--- src/sv/b64le_pkg.sv ---
// Shared types, constants and the symbol table of the base64 line encoder.
package b64le_pkg;

    localparam int LINE_CHARS_DEFAULT = 64;
    localparam int QUEUE_DEPTH = 2;

    localparam logic [7:0] CHAR_PAD     = 8'h3D;
    localparam logic [7:0] CHAR_NEWLINE = 8'h0A;

    localparam logic [2:0] SLOT_NEWLINE = 3'd4;
    localparam logic [2:0] SLOT_LAST_SYMBOL = 3'd3;

    typedef struct packed {
        logic [3:0][5:0] sextet;
        logic [2:0]      num_symbols;
        logic            last;
    } group_rec_t;

    typedef struct packed {
        logic full;
        logic not_empty;
    } queue_status_t;

    function automatic logic [7:0] sym_char(input logic [5:0] s);
        logic [7:0] c;
        if (s < 6'd26)
        begin
            c = 8'h41 + {2'b00, s};
        end
        else if (s < 6'd52)
        begin
            c = 8'h61 + {2'b00, s} - 8'd26;
        end
        else if (s < 6'd62)
        begin
            c = 8'h30 + {2'b00, s} - 8'd52;
        end
        else if (s == 6'd62)
        begin
            c = 8'h2B;
        end
        else
        begin
            c = 8'h2F;
        end
        return c;
    endfunction

endpackage

--- src/sv/b64le_front.sv ---
// Front part: gathers bytes into three-byte groups and splits each group into sextets.
module b64le_front
    import b64le_pkg::*;
(
    input  logic       clk,
    input  logic       rst_n,
    input  logic       accept,
    input  logic [7:0] data_byte,
    input  logic       is_last,
    output logic       rec_push,
    output group_rec_t rec
);

    logic [15:0] pending_reg;
    logic [15:0] pending_next;
    logic [1:0]  phase_reg;
    logic [1:0]  phase_next;
    logic        closes_group;
    logic [7:0]  b0;
    logic [7:0]  b1;
    logic [7:0]  b2;

    assign closes_group = (phase_reg == 2'd2) || is_last;
    assign rec_push = accept && closes_group;

    always_comb
    begin
        pending_next = pending_reg;
        phase_next = phase_reg;
        if (accept)
        begin
            if (closes_group)
            begin
                pending_next = 16'h0000;
                phase_next = 2'd0;
            end
            else if (phase_reg == 2'd0)
            begin
                pending_next = {data_byte, 8'h00};
                phase_next = 2'd1;
            end
            else
            begin
                pending_next = {pending_reg[15:8], data_byte};
                phase_next = 2'd2;
            end
        end
    end

    always_comb
    begin
        b0 = (phase_reg == 2'd0) ? data_byte : pending_reg[15:8];
        b1 = (phase_reg == 2'd0) ? 8'h00 :
             ((phase_reg == 2'd1) ? data_byte : pending_reg[7:0]);
        b2 = (phase_reg == 2'd2) ? data_byte : 8'h00;
        rec.sextet[0] = b0[7:2];
        rec.sextet[1] = {b0[1:0], b1[7:4]};
        rec.sextet[2] = {b1[3:0], b2[7:6]};
        rec.sextet[3] = b2[5:0];
        rec.num_symbols = {1'b0, phase_reg} + 3'd2;
        rec.last = is_last;
    end

    always_ff @(posedge clk or negedge rst_n)
    begin
        if (!rst_n)
        begin
            pending_reg <= 16'h0000;
            phase_reg <= 2'd0;
        end
        else
        begin
            pending_reg <= pending_next;
            phase_reg <= phase_next;
        end
    end

endmodule

--- src/sv/b64le_queue.sv ---
// Short queue of group records between the front and back parts.
module b64le_queue
    import b64le_pkg::*;
#(
    parameter int DEPTH = QUEUE_DEPTH
)
(
    input  logic          clk,
    input  logic          rst_n,
    input  logic          push,
    input  group_rec_t    push_rec,
    input  logic          pop,
    output group_rec_t    head_rec,
    output queue_status_t status
);

    localparam int PTR_W = (DEPTH > 1) ? $clog2(DEPTH) : 1;
    localparam int CNT_W = $clog2(DEPTH + 1);

    group_rec_t         mem [DEPTH];
    logic [PTR_W-1:0]   wr_ptr_reg;
    logic [PTR_W-1:0]   wr_ptr_next;
    logic [PTR_W-1:0]   rd_ptr_reg;
    logic [PTR_W-1:0]   rd_ptr_next;
    logic [CNT_W-1:0]   count_reg;
    logic [CNT_W-1:0]   count_next;
    logic               do_push;
    logic               do_pop;

    assign status.full = (count_reg == CNT_W'(DEPTH));
    assign status.not_empty = (count_reg != '0);
    assign do_push = push && !status.full;
    assign do_pop = pop && status.not_empty;
    assign head_rec = mem[rd_ptr_reg];

    always_comb
    begin
        wr_ptr_next = wr_ptr_reg;
        rd_ptr_next = rd_ptr_reg;
        count_next = count_reg;
        if (do_push)
        begin
            wr_ptr_next = (wr_ptr_reg == PTR_W'(DEPTH - 1)) ? '0 : wr_ptr_reg + 1'b1;
        end
        if (do_pop)
        begin
            rd_ptr_next = (rd_ptr_reg == PTR_W'(DEPTH - 1)) ? '0 : rd_ptr_reg + 1'b1;
        end
        if (do_push && !do_pop)
        begin
            count_next = count_reg + 1'b1;
        end
        else if (do_pop && !do_push)
        begin
            count_next = count_reg - 1'b1;
        end
    end

    always_ff @(posedge clk)
    begin
        if (do_push)
        begin
            mem[wr_ptr_reg] <= push_rec;
        end
    end

    always_ff @(posedge clk or negedge rst_n)
    begin
        if (!rst_n)
        begin
            wr_ptr_reg <= '0;
            rd_ptr_reg <= '0;
            count_reg <= '0;
        end
        else
        begin
            wr_ptr_reg <= wr_ptr_next;
            rd_ptr_reg <= rd_ptr_next;
            count_reg <= count_next;
        end
    end

endmodule

--- src/sv/b64le_back.sv ---
// Back part: walks each group record out as characters, with line breaks and padding.
module b64le_back
    import b64le_pkg::*;
#(
    parameter int LINE_CHARS = LINE_CHARS_DEFAULT
)
(
    input  logic          clk,
    input  logic          rst_n,
    input  group_rec_t    head_rec,
    input  queue_status_t q_status,
    output logic          rec_pop,
    input  logic          pop,
    output logic          empty,
    output logic [7:0]    out_char,
    output logic          run_last
);

    localparam int LINE_GROUPS = (LINE_CHARS / 4 < 1) ? 1 : LINE_CHARS / 4;
    localparam int COL_W = (LINE_GROUPS > 1) ? $clog2(LINE_GROUPS) : 1;

    logic [2:0]       slot_reg;
    logic [2:0]       slot_next;
    logic [COL_W-1:0] col_reg;
    logic [COL_W-1:0] col_next;
    logic             out_valid_reg;
    logic             out_valid_next;
    logic [7:0]       out_char_reg;
    logic [7:0]       out_char_next;
    logic             run_last_reg;
    logic             run_last_next;
    logic             emit;
    logic             need_newline;
    logic             final_slot;
    logic [7:0]       slot_char;

    assign emit = q_status.not_empty && (!out_valid_reg || pop);
    assign need_newline = head_rec.last || (col_reg == COL_W'(LINE_GROUPS - 1));
    assign final_slot = (slot_reg == SLOT_NEWLINE) ||
                        ((slot_reg == SLOT_LAST_SYMBOL) && !need_newline);
    assign rec_pop = emit && final_slot;

    always_comb
    begin
        if (slot_reg == SLOT_NEWLINE)
        begin
            slot_char = CHAR_NEWLINE;
        end
        else if (slot_reg < head_rec.num_symbols)
        begin
            slot_char = sym_char(head_rec.sextet[slot_reg[1:0]]);
        end
        else
        begin
            slot_char = CHAR_PAD;
        end
    end

    always_comb
    begin
        slot_next = slot_reg;
        col_next = col_reg;
        out_valid_next = out_valid_reg;
        out_char_next = out_char_reg;
        run_last_next = run_last_reg;
        if (pop && out_valid_reg)
        begin
            out_valid_next = 1'b0;
        end
        if (emit)
        begin
            out_valid_next = 1'b1;
            out_char_next = slot_char;
            run_last_next = final_slot;
            if (final_slot)
            begin
                slot_next = 3'd0;
                col_next = need_newline ? '0 : col_reg + 1'b1;
            end
            else
            begin
                slot_next = slot_reg + 3'd1;
            end
        end
    end

    always_ff @(posedge clk or negedge rst_n)
    begin
        if (!rst_n)
        begin
            slot_reg <= 3'd0;
            col_reg <= '0;
            out_valid_reg <= 1'b0;
        end
        else
        begin
            slot_reg <= slot_next;
            col_reg <= col_next;
            out_valid_reg <= out_valid_next;
        end
    end

    always_ff @(posedge clk)
    begin
        out_char_reg <= out_char_next;
        run_last_reg <= run_last_next;
    end

    assign empty = !out_valid_reg;
    assign out_char = out_char_reg;
    assign run_last = run_last_reg;

endmodule

--- src/sv/base64_line_encoder_unit.sv ---
// Top level of the base64 line encoder: joins the front part, the group queue and the back part.
// Bytes enter one per cycle while the queue is not full; each byte that closes a three-byte
// group, or carries the last flag, sends a group record through a two-entry queue to the back
// part, which sends one character per cycle while the output is popped: four symbols, then a
// newline when the line is full or the stream ends. A three-byte group thus gives four or five
// characters on the one-character output port. A result waits in an output register while new
// beats enter.
module base64_line_encoder_unit
    import b64le_pkg::*;
#(
    parameter int LINE_CHARS = LINE_CHARS_DEFAULT
)
(
    input  logic       clk,
    input  logic       rst_n,
    input  logic       push,
    output logic       full,
    input  logic [7:0] data_byte,
    input  logic       is_last,
    output logic       empty,
    input  logic       pop,
    output logic [7:0] out_char,
    output logic       run_last
);

    group_rec_t    front_rec;
    group_rec_t    head_rec;
    queue_status_t q_status;
    logic          rec_push;
    logic          rec_pop;
    logic          accept;

    assign full = q_status.full;
    assign accept = push && !full;

    b64le_front u_front (
        .clk       (clk),
        .rst_n     (rst_n),
        .accept    (accept),
        .data_byte (data_byte),
        .is_last   (is_last),
        .rec_push  (rec_push),
        .rec       (front_rec)
    );

    b64le_queue #(
        .DEPTH (QUEUE_DEPTH)
    ) u_queue (
        .clk      (clk),
        .rst_n    (rst_n),
        .push     (rec_push),
        .push_rec (front_rec),
        .pop      (rec_pop),
        .head_rec (head_rec),
        .status   (q_status)
    );

    b64le_back #(
        .LINE_CHARS (LINE_CHARS)
    ) u_back (
        .clk      (clk),
        .rst_n    (rst_n),
        .head_rec (head_rec),
        .q_status (q_status),
        .rec_pop  (rec_pop),
        .pop      (pop),
        .empty    (empty),
        .out_char (out_char),
        .run_last (run_last)
    );

`ifndef NO_ASSERTIONS
    a_no_push_when_full: assert property (@(posedge clk) disable iff (!rst_n)
        !(rec_push && q_status.full))
        else $error("group record pushed into a full queue");

    a_queue_feeds_output: assert property (@(posedge clk) disable iff (!rst_n)
        (q_status.not_empty && empty) |=> !empty)
        else $error("waiting group record did not reach the output register");

    a_group_continues: assert property (@(posedge clk) disable iff (!rst_n)
        (!empty && pop && !run_last) |=> !empty)
        else $error("character stream of a group broke off before its last beat");
`endif

endmodule

--- config.mk ---
export PLATFORM = sky130hd
export DESIGN_NAME = base64_line_encoder_unit
export DESIGN_NICKNAME = d
export VERILOG_FILES = /design/src/sv/b64le_pkg.sv /design/src/sv/b64le_front.sv /design/src/sv/b64le_queue.sv /design/src/sv/b64le_back.sv /design/src/sv/base64_line_encoder_unit.sv
export SDC_FILE = /design/constraint.sdc
export NUM_CORES = 1
export LEC_CHECK = 0
export BUFFER_PORTS_ARGS = -buffer_cell sky130_fd_sc_hd__buf_4
export CORE_MARGIN = 3
export CORE_UTILIZATION = 28
export CTS_CLUSTER_DIAMETER = 40
export DETAILED_ROUTE_END_ITERATION = 12
export PLACE_DENSITY = 0.49
export SETUP_SLACK_MARGIN = 0.3
export SLEW_MARGIN = 25
export SYNTH_ARGS = -nofsm -noshare
export SYNTH_HDL_FRONTEND = slang
export SYNTH_SLANG_ARGS = --single-unit
--- constraint.sdc ---
create_clock -name clk -period 3.7 [get_ports clk]
set_clock_uncertainty 0.05 [all_clocks]
set_input_delay 0.555 -clock clk [delete_from_list [all_inputs] [get_ports clk]]
set_output_delay 0.555 -clock clk [all_outputs]
set_load 0.03 [all_outputs]
==> flow_metrics.env, run 1 <==
export IMPL_ys_flop_type="edfxtp_1"
export IMPL_h_tree_depth=3
export IMPL_setup_viol_count_final=0
export IMPL_gp_congestion=0.844
export IMPL_design_area_mm2=0.00530
export IMPL_via_per_inst=4.58
export IMPL_yosysWarningCount=0
export IMPL_total_power_mw=5.03
export IMPL_report_final_slew_viol_count=0
export IMPL_nets=385
export IMPL_yosys_top_cells_area="edfxtp_1 43%, dfrtp_1 16%, mux4_1 6.3%"
export IMPL_io_buffers=23
export IMPL_r2r_start="u_queue.rd_ptr_reg"
export IMPL_hold_violations=0
export IMPL_synth_top_area_share_pct=42.6
export IMPL_finalCritPeriodShare_pct=83.5
export IMPL_utilization_pct=33.2
export IMPL_vdd_drop_max_mv=0.290
export IMPL_cts_buffers=9
export IMPL_postCtsSetupRepairBufs=0
export IMPL_hold_buffers=0
export IMPL_antennaDiodeCount=0
export IMPL_dr_pass1_iters=4
export IMPL_pre_cts_ws_ns=0.546
export IMPL_fmax_mhz=324
export IMPL_yosysSeqAreaShare_pct=59.0
export IMPL_drive_above_1_share_pct=20.6
export IMPL_fill_cells=1592
export IMPL_synth_distinct_cells=53
export IMPL_row_count=46
export IMPL_synth_nets=356
export IMPL_place_area_mm2=0.00501
export IMPL_outcome="finished clean"
export IMPL_fp_dieW_um=134
export IMPL_clkTransAtPathRegs_ns=0.07
export IMPL_grt_usage_pct=10.8
export IMPL_critical_path_class="reg -> reg"
export IMPL_vias=2637
export IMPL_syn_to_final_growth_pct=15.7
export IMPL_r2r_slack_ns=0.61
export IMPL_dpl_hpwl_mm=6.37
export IMPL_leakage_nw=2.04
export IMPL_power_density_mw_per_mm2=949
export IMPL_start_kind="register"
export IMPL_core_area_mm2=0.0159
export IMPL_drt_total_wl_mm=8.98
export IMPL_grt_pass1_wl_mm=14.9
export IMPL_syn_area_mm2=0.00458
export IMPL_io_pins=24
export IMPL_dieArea_mm2=0.0179
export IMPL_rr_worst_depth=10
export IMPL_min_period_ns=3.09
export IMPL_avgRoutedWirePerCell_um=15.6
export IMPL_crit_required_ns=3.74
export IMPL_dieHeight_um=134
export IMPL_grt_pass1_vias=2750
export IMPL_post_cts_resized=0
export IMPL_final_common_cell="edfxtp_1"
export IMPL_grt_overflow_total=0
export IMPL_synthArstFlopShare_pct=31.6
export IMPL_crit_arrival_ns=3.13
export IMPL_final_cell_mix="65 x edfxtp_1, 34 x nand2_1, 29 x buf_4, 29 x dfrtp_1, 21 x o21ai_0"
export IMPL_yosys_area_top_type="edfxtp_1"
export IMPL_cts_tree="done"
export IMPL_clk_latency_ns=0.35
export IMPL_finalSetupTns_ns=0
export IMPL_drt_iter0_markers=183
export IMPL_critPathMaxFanout=14
export IMPL_start_util_pct=28.7
export IMPL_relSlewSlack_pct=56.5
export IMPL_rsz0062_at_grt="no"
export IMPL_synth_edf_count=65
export IMPL_drc=0
export IMPL_antenna_found_initial=0
export IMPL_maxCapViolCount=0
export IMPL_antenna_left=0
export IMPL_end_kind="register"
export IMPL_cts_sinks=95
export IMPL_clockBufferDepth=2
export IMPL_root_buffer="clkbuf_16"
export IMPL_hold_path_class="in -> async"
export IMPL_syn_inst=326
export IMPL_largest_reg_flops=56
export IMPL_grt_max_degree=31
export IMPL_register_area_mm2=0.00270
export IMPL_syn_area_per_cell_um2=14.0
export IMPL_multi_input_area_mm2=0.00175
export IMPL_r2r_end="u_back.out_char[4]"
export IMPL_synth_ff_latch_count=95
export IMPL_setup_slack_ns=0.609
export IMPL_worstMarginPinSlew_ns=0.649
## layer usage
layer | track usage (%) | up-vias | wire (um)
li1 | - | 1300 | -
met1 | 14.9 | 1283 | 4370
met2 | 16.0 | 42 | 4110
met3 | 2.93 | 12 | 329
met4 | 4.51 | 0 | 165
met5 | 0 | - | 0
## Yosys cell counts, types with 7 or more instances
master,count
clkbuf_1,7
mux2_2,11
inv_1,11
ha_1,17
a22o_1,17
dfrtp_1,30
xnor2_1,9
mux4_1,11
nand2_1,34
edfxtp_1,65
nor2_1,7
o21ai_0,22
and2_1,10
## where the power goes
group / internal (mW) / switching [mW]
Combinational: 1.01 / 1.36
Sequential: 1.56 / 0.193
Clock: 0.469 / 0.428
## logic make-up (layout without fill, tap and decap cells)
logic type	count (synthesis)	after routing	synth area share [%]
compound gates	68	68	10.4
buf+inv	26	60	2.84
fa+ha+maj	17	17	4.65
flops	95	95	59.0
xor+xnor	12	12	2.30
simple gates	76	76	8.04
mux	32	32	12.7
## how the worst max path moves through the flow
stage | endpoint | from | slack (ns)
after CTS | u_back.out_char[4] | u_queue.rd_ptr_reg | 0.53
after detailed placement | u_back.out_char[4] | u_queue.rd_ptr_reg | 0.55
after global placement | u_back.out_char[4] | u_queue.rd_ptr_reg | 0.66
final | u_back.out_char[4] | u_queue.rd_ptr_reg | 0.61
after global routing | u_back.out_char[4] | u_queue.rd_ptr_reg | 0.37
after floorplan | u_back.out_char[4] | u_queue.rd_ptr_reg | 0.96
## stage by stage
step | hold WS [ns] | instances
3_3_place_gp | 0.412 | 560
3_5_place_dp | 0.423 | 560
6_report | 0.0878 | 576
4_1_cts | 0.0898 | 576
5_1_grt | 0.107 | 576
2_1_floorplan | 0.209 | 326
## final cells by class
cell class / instances / area share (%)
well taps: 216 / 5.10
multi-input cells: 205 / 33.0
clock buffers: 9 / 4.25
repair buffers: 30 / 4.49
flip-flops and latches: 95 / 51.1
clock inverters: 7 / 1.13
inverters: 14 / 0.992
## worst max-delay path: stages, from the launching register on
cell,delay (ns)
dfrtp_2,0.43
buf_12,0.17
mux4_1,0.58
mux2_2,0.37
ha_1,0.29
nand2b_1,0.23
o21ai_0,0.21
o311ai_0,0.16
o211ai_1,0.14
o21ai_0,0.11
a21oi_1,0.09
(Power assumes the default switching activity.)
==> run 2: changes to the inputs <==
Settings changed: PLACE_DENSITY 0.49 to 0.5.
Clock period 3.7 ns to 2.5 ns, I/O delays scaled along.
==> run 2 against run 1 <==
  * The flow now finishes with violations (negative setup slack)
  * Count of clock-buffer cells in the layout did not move
  * Sequential power is 46% higher
  * Sequential share of layout area decreased by 4.9 points
  * Via count increased by 7.2%
  * Critical path depth is 1 higher
  * Global-route usage up 0.78 points
  * Wire length up 8.8%
  * Largest power group unchanged
  * Die area stayed put
  * Core utilization grew 3.5 points
  * Register-to-register slack got worse by 0.81 ns
  * Critical endpoint is now u_back.out_char[3]
  * Power is 78% higher
  * Fmax rose by 14%
==> flow_metrics.env, run 2 (same netlist as run 1, synthesis figures left out) <==
export IMPL_pre_cts_ws_ns=-0.365
export IMPL_r2r_start="u_queue.rd_ptr_reg"
export IMPL_outcome="complete, but fails checks"
export IMPL_drc=0
export IMPL_final_common_cell="buf_4"
export IMPL_clk_latency_ns=0.34
export IMPL_power_density_mw_per_mm2=1530
export IMPL_drt_iter0_markers=146
export IMPL_end_kind="register"
export IMPL_critPathMaxFanout=6
export IMPL_start_kind="register"
export IMPL_grt_overflow_total=0
export IMPL_root_buffer="clkbuf_16"
export IMPL_power_share_sequential_pct=28.6
export IMPL_critical_path_class="reg -> reg"
export IMPL_holdCritStartpoint="is_last"
export IMPL_rsz0062_at_grt="yes"
export IMPL_core_area_mm2=0.0159
export IMPL_finalCritPeriodShare_pct=108
export IMPL_cts_buffers=9
export IMPL_nets=434
export IMPL_gp_congestion=0.842
export IMPL_report_final_slew_viol_count=0
export IMPL_grt_max_degree=31
export IMPL_dieHeight_um=134
export IMPL_leakage_nw=2.30
export IMPL_register_area_mm2=0.00270
export IMPL_largest_reg_flops=56
export IMPL_dieArea_mm2=0.0179
export IMPL_setup_slack_ns=-0.205
export IMPL_drt_total_wl_mm=9.77
export IMPL_vias=2826
export IMPL_avgRoutedWirePerCell_um=15.6
export IMPL_multi_input_area_mm2=0.00188
export IMPL_drive_above_1_share_pct=36.7
export IMPL_setup_viol_count_final=8
export IMPL_min_period_ns=2.71
export IMPL_crit_required_ns=2.51
export IMPL_maxCapViolCount=0
export IMPL_hold_violations=0
export IMPL_antenna_found_initial=0
export IMPL_grt_pass1_vias=2916
export IMPL_dr_pass1_iters=4
export IMPL_via_per_inst=4.52
export IMPL_switchingPower_mw=3.37
export IMPL_whs_ns=0.217
export IMPL_instances_no_fill=625
export IMPL_fill_cells=1562
export IMPL_fmax_mhz=370
export IMPL_final_cell_mix="68 x buf_4, 65 x edfxtp_1, 32 x nand2_1"
export IMPL_cts_sinks=95
export IMPL_worstMarginPinSlew_ns=0.641
export IMPL_row_count=46
export IMPL_antennaDiodeCount=0
export IMPL_hold_path_class="in -> reg"
export IMPL_io_buffers=23
export IMPL_start_util_pct=28.7
export IMPL_antenna_left=0
export IMPL_h_tree_depth=3
export IMPL_grt_usage_pct=11.5
export IMPL_vdd_drop_max_mv=0.520
export IMPL_crit_start="u_queue.rd_ptr_reg"
export IMPL_io_pins=24
export IMPL_relSlewSlack_pct=57.1
export IMPL_clockBufferDepth=2
export IMPL_internal_power_mw=5.58
export IMPL_fp_dieW_um=134
export IMPL_dp_cells=592
export IMPL_clkTransAtPathRegs_ns=0.07
export IMPL_crit_arrival_ns=2.71
export IMPL_syn_to_final_growth_pct=28.0
export IMPL_dpl_hpwl_mm=6.69
export IMPL_grt_pass1_wl_mm=15.9
export IMPL_cts_tree="done"
export IMPL_power_frac_comb_pct=57.4
export IMPL_swShare_pct=37.7
export IMPL_clkPwrFrac_pct=14.0
export IMPL_total_power_mw=8.96
export IMPL_violations="negative setup slack"
-- run 2: changes by cell type in the layout (fill, tap and decap cells not counted), sizes merged --
cell         change
dlygate4sd3      +1
clkinv           +4
clkinvlp         -1
bufbuf           +1
buf             +47
inv              -3
-- run 2: timing repair --
item,CTS,global route
setup endpoints to repair,8,37
endpoints found under the hold margin,30,0
resized for setup,33,11
hold buffers,1,0
pin swaps,14,14
buffers inserted,13,2
gates cloned,1,0
-- run 2: path summary, 6_finish.rpt --
kind | endpoint | slack, ns | cells past startpoint
worst max-delay path | u_back.out_char[3] | -0.21 | 11
worst min-delay path | u_queue.mem[0][0] | 0.22 | 1
worst max register to register | u_back.out_char[3] | -0.21 | 11
worst min register to register | u_front.pending_reg[3] | 0.43 | 2
max in group asynchronous | u_front.phase_reg[1] | 1.58 | 2
min in group asynchronous | u_queue.rd_ptr_reg | 0.48 | 2
-- run 2: layout make-up --
type | instances | area share [%]
Clock inverter | 7 | 0.769
Inverter | 14 | 0.982
Clock buffer | 9 | 3.84
Multi-Input combinational cell | 205 | 32.2
Sequential cell | 95 | 46.2
Timing Repair Buffer | 79 | 11.5
Tap cell | 216 | 4.61
-- run 2: power by group through the flow --
stage	sequential (mW)	combinational, mW	clock (mW)
floorplan	2.66	2.72	0
global placement	2.57	4.24	0
CTS	2.56	5.00	1.30
finish	2.56	5.14	1.25
detailed placement	2.59	4.26	0
global route	2.61	5.57	1.36
-- run 2: worst max-delay path, cell delays in order (launching register included) --
cell and delay (ns):
dfrtp_1 0.38, buf_6 0.12, buf_12 0.12, mux4_2 0.54, mux2i_4 0.23, buf_6 0.17, inv_4 0.04, ha_4 0.18
nand2_4 0.07, o211ai_1 0.20, o211ai_1 0.19, o2111ai_1 0.14
-- run 2: layer usage --
metal / share of wire (%) / track usage (%) / vias up / routed length, um
met4: 1.4 / 3.71 / 0 / 136
li1: - / - / 1381 / -
met3: 3.6 / 3.11 / 10 / 350
met2: 49 / 19.2 / 54 / 4780
met1: 46 / 14.7 / 1381 / 4500
met5: 0 / 0 / - / 0
-- run 2: metrics by stage --
stage               utilization (%)  TNS (ns)  instance area [um^2]
detailed placement             33.1     -1.65                  5280
CTS                            36.3     -1.23                  5790
global route                   36.7     -2.03                  5860
floorplan                         -    -0.293                  4600
global placement               33.1     -1.49                  5280
finish                         36.7     -1.14                  5860
